$ cat config.mk
export PLATFORM = sky130hd
export DESIGN_NAME = orbm_ram
export DESIGN_NICKNAME = d
export VERILOG_FILES = /design/src/orbm_ram.sv
export SDC_FILE = /design/constraint.sdc
export NUM_CORES = 2
export LEC_CHECK = 0
export BUFFER_PORTS_ARGS = -buffer_cell sky130_fd_sc_hd__buf_2
export CAP_MARGIN = 10
export CORE_MARGIN = 5
export CORE_UTILIZATION = 30
export CTS_CLUSTER_SIZE = 16
export DETAILED_ROUTE_END_ITERATION = 16
export PLACE_DENSITY = 0.49
export SLEW_MARGIN = 25
export SYNTH_ARGS = -nofsm -noshare
export SYNTH_HDL_FRONTEND = slang
export SYNTH_SLANG_ARGS = --single-unit
$ cat constraint.sdc
create_clock -name i_clk -period 4.7 [get_ports i_clk]
set_clock_uncertainty 0.1 [all_clocks]
set_input_delay 0.94 -clock i_clk [delete_from_list [all_inputs] [get_ports i_clk]]
set_output_delay 0.94 -clock i_clk [all_outputs]
set_load 0.005 [all_outputs]
$ cat src/orbm_ram.sv
// Generic single-port synchronous RAM with registered read data.
`default_nettype none
module orbm_ram #(
    parameter int WIDTH = 16,
    parameter int DEPTH = 256
) (
    input  wire logic                     i_clk,
    input  wire logic                     i_we,
    input  wire logic [$clog2(DEPTH)-1:0] i_addr,
    input  wire logic [WIDTH-1:0]         i_wdata,
    output logic      [WIDTH-1:0]         o_rdata
);

    logic [WIDTH-1:0] r_mem [DEPTH];

    always_ff @(posedge i_clk) begin
        if (i_we) begin
            r_mem[i_addr] <= i_wdata;
        end
        o_rdata <= r_mem[i_addr];
    end

endmodule
`default_nettype wire

==> key figures <==
Setup path
  – CP max FO: 27
  – Crit path DAT: 4.41 ns
  – Critical Path RT: 5.37 ns
  – CP startpoint kind: input pin
  – Setup crit end kind: flip-flop
  – Setup CP Type: in2reg

Power and ir drop
  – Sequential share of power: 52.5%
  – Clock share of power: 42.7%
  – Static Leak: 56.2 nW
  – Comb power frac: 4.9%
  – P_sw: 0.0169 W
  – Peak supply drop: 0.294 mV
  – Internal Power: 0.0604 W
  – Power Dens Cells: 421 nW/um^2
  – Sw frac: 21.9%

Synthesis
  – Yosys top cell area share: 79.1%
  – Unique masters post-synth: 22
  – Top cells by area, synth: edfxtp_1 (79%), mux4_2 (15%), a22oi_1 (2.5%), a21oi_1 (0.82%), clkbuf_1 (0.60%)
  – Post-synthesis net count: 6,753
  – Post-Syn Instances: 6,727
  – Synth warnings: 0
  – Largest area contributor in the netlist: edfxtp_1
  – #FFs+latches synth: 4,112
  – Sequential-to-total area share from yosys stat: 79.4%
  – Mapped Area: 155,000 sq um
  – Syn Area/Cell: 23.1 sq um

STA
  – Least-Margin Pin Slew: 1.09 ns
  – Slew HR: 26.7%
  – Fmax: 268 MHz
  – Final-report hold violation count: 0
  – Endpoints failing setup: 0
  – Tcrit/Tclk final: 79.4%
  – Unrepaired setup endpoints after global routing: no
  – Tmin final: 3.73 ns
  – Slew Limit Fails: 0

Floorplan
  – Row count: 264
  – Initial core utilization: 30.1%
  – Die Ht: 730 um
  – Core Box Area: 517,000 sq um
  – Die Area: 532,000 sq um
  – Die span in x: 730 um
  – Io pins: 42

Global route
  – Vias in the first global route: 78,043
  – Tot GR Track Use: 16.7%
  – Grt total ovfl: 0
  – Largest net degree at the start of global routing: 113
  – Initial antenna violation count: 42
  – First-pass GRT wire length: 631,000 um

Route
  – Router iterations before antenna repair: 6
  – Met2 Wirelength: 222,000 um
  – WL per Instance: 30.7 um
  – Post-Route M1 WL: 190,000 um
  – Vias post-DR: 75,563
  – Drt initial violations: 8,663
  – Routed WL: 454,000 um
  – # DRC: 0
  – Drt via density: 5.11
  – WL met3: 30,000 um
  – Detail Route Antenna Nets: 0
  – DR top layer: met5

Clock network
  – Maximum clock path buffer count: 4
  – Clock-pin slew on the worst setup and hold paths: 0.06 ns
  – Post-CTS resize count: 0
  – CTS tree: done
  – H-tree depth: 5
  – Root Buffer: clkbuf_16
  – Cts bufs inserted: 423
  – Worst-Skew Late Latency: 1.01 ns
  – Cts hold-fix bufs: 0
  – CTS Sinks: 4,112
  – # Post-CTS Setup Buffers: 0

Cells and area
  – Final nets: 7,517
  – Filler cell count in the final layout: 47,370
  – P&R area growth vs syn: 18.2%
  – Layout cells sized above 1: 32.9%
  – Commonest non-fill, non-tap cell in the layout: edfxtp_1
  – Post-layout util: 35.6%
  – Commonest non-fill, non-tap cells in the layout: edfxtp_1 (4,096), mux4_2 (1,024), buf_4 (617), a22oi_1 (512), clkbuf_16 (424)
  – Final cell count without fillers: 14,775

Hold path
  – Worst hold path type: in2reg

Place
  – HPWL after detailed placement: 273,000 um
  – RePlAce Congestion: 0.785
  – Cell count after placement: 13,980
  – Port bufs: 41

Flow run
  – Max-cap violations: 0

Outcome
  – Status: finished clean
[synth_stat cells]
library cell	number
a21oi_1	256
a22oi_1	512
and2_1	3
buf_1	54
buf_2	76
buf_4	16
buf_6	25
clkbuf_1	249
dfxtp_1	16
edfxtp_1	4096
inv_1	1
mux4_2	1024
nand2_1	28
nand2b_1	6
nand3_1	13
nand4_1	16
nor2_1	232
nor2b_1	7
nor3_1	30
o41ai_1	64
or2_2	2
or3_1	1
[cell type report]
type / instances / area, sq um / area share (%)
Antenna cell: 12 / 30.0 / 0.0163
Clock buffer: 503 / 11000 / 5.98
Timing Repair Buffer: 759 / 7060 / 3.84
Inverter: 1 / 3.75 / 0.00204
Clock inverter: 278 / 2590 / 1.41
Multi-Input combinational cell: 2194 / 31100 / 16.9
Tap cell: 6916 / 8650 / 4.71
Sequential cell: 4112 / 123000 / 67.1
[logic make-up (layout without fill, tap and decap cells)]
logic type	count (synthesis)	in the layout	synth area share [%]
multiplexers	1024	1024	14.8
AND/OR/NAND/NOR	338	338	0.907
flip-flops	4112	4112	79.4
other	0	12	0
buffers and inverters	421	1541	1.24
AO/OA/AOI/OAI	832	832	3.66
[metal layers]
metal / track usage [%] / vias up
met3: 2.59 / 588
li1: - / 30628
met4: 4.29 / 8
met2: 27.6 / 2825
met5: 0 / -
met1: 23.0 / 41514
[state kept, by name (all words and copies together) (netlist names)]
| register | flops |
|---|---|
| o_rdata | 16 |
| r_mem | 4096 |
[worst max-delay path: stages]
cell and delay (ns):
buf_12 0.24, buf_12 0.22, buf_4 0.24, buf_12 0.28, mux4_2 0.55, a22oi_1 0.29
a21oi_1 0.33, o41ai_4 0.87, nand4_1 0.27
[power by group through the flow]
stage	combinational [W]	sequential, W	clock [W]
after floorplan	0.00174	0.0412	0
after global placement	0.00379	0.0413	0
after detailed placement	0.00384	0.0413	0
after CTS	0.00385	0.0405	0.0337
after global routing	0.00397	0.0405	0.0353
final	0.00377	0.0405	0.0330
[metrics by stage]
stage	total power [W]	worst slack [ns]	setup TNS, ns	hold WS, ns	cell area (sq um)
CTS	0.0781	1.04	0	0.183	184000
floorplan	0.0430	0.962	0	0.719	155000
detailed placement	0.0452	-0.0533	-0.0849	0.868	170000
finish	0.0773	0.968	0	0.284	184000
global route	0.0797	0.966	0	0.235	184000
global placement	0.0451	-0.426	-1.12	0.848	170000
[worst paths after layout]
check / cells after the start / end / slack (ns) / start
max: 9 / o_rdata[10] / 0.97 / i_addr[0]
min: 1 / r_mem[226][1] / 0.28 / i_wdata[1]
max reg2reg: 5 / o_rdata[10] / 1.68 / r_mem[235][10]
min reg2reg: 5 / o_rdata[6] / 0.87 / r_mem[144][6]
(Power assumes the default switching activity.)
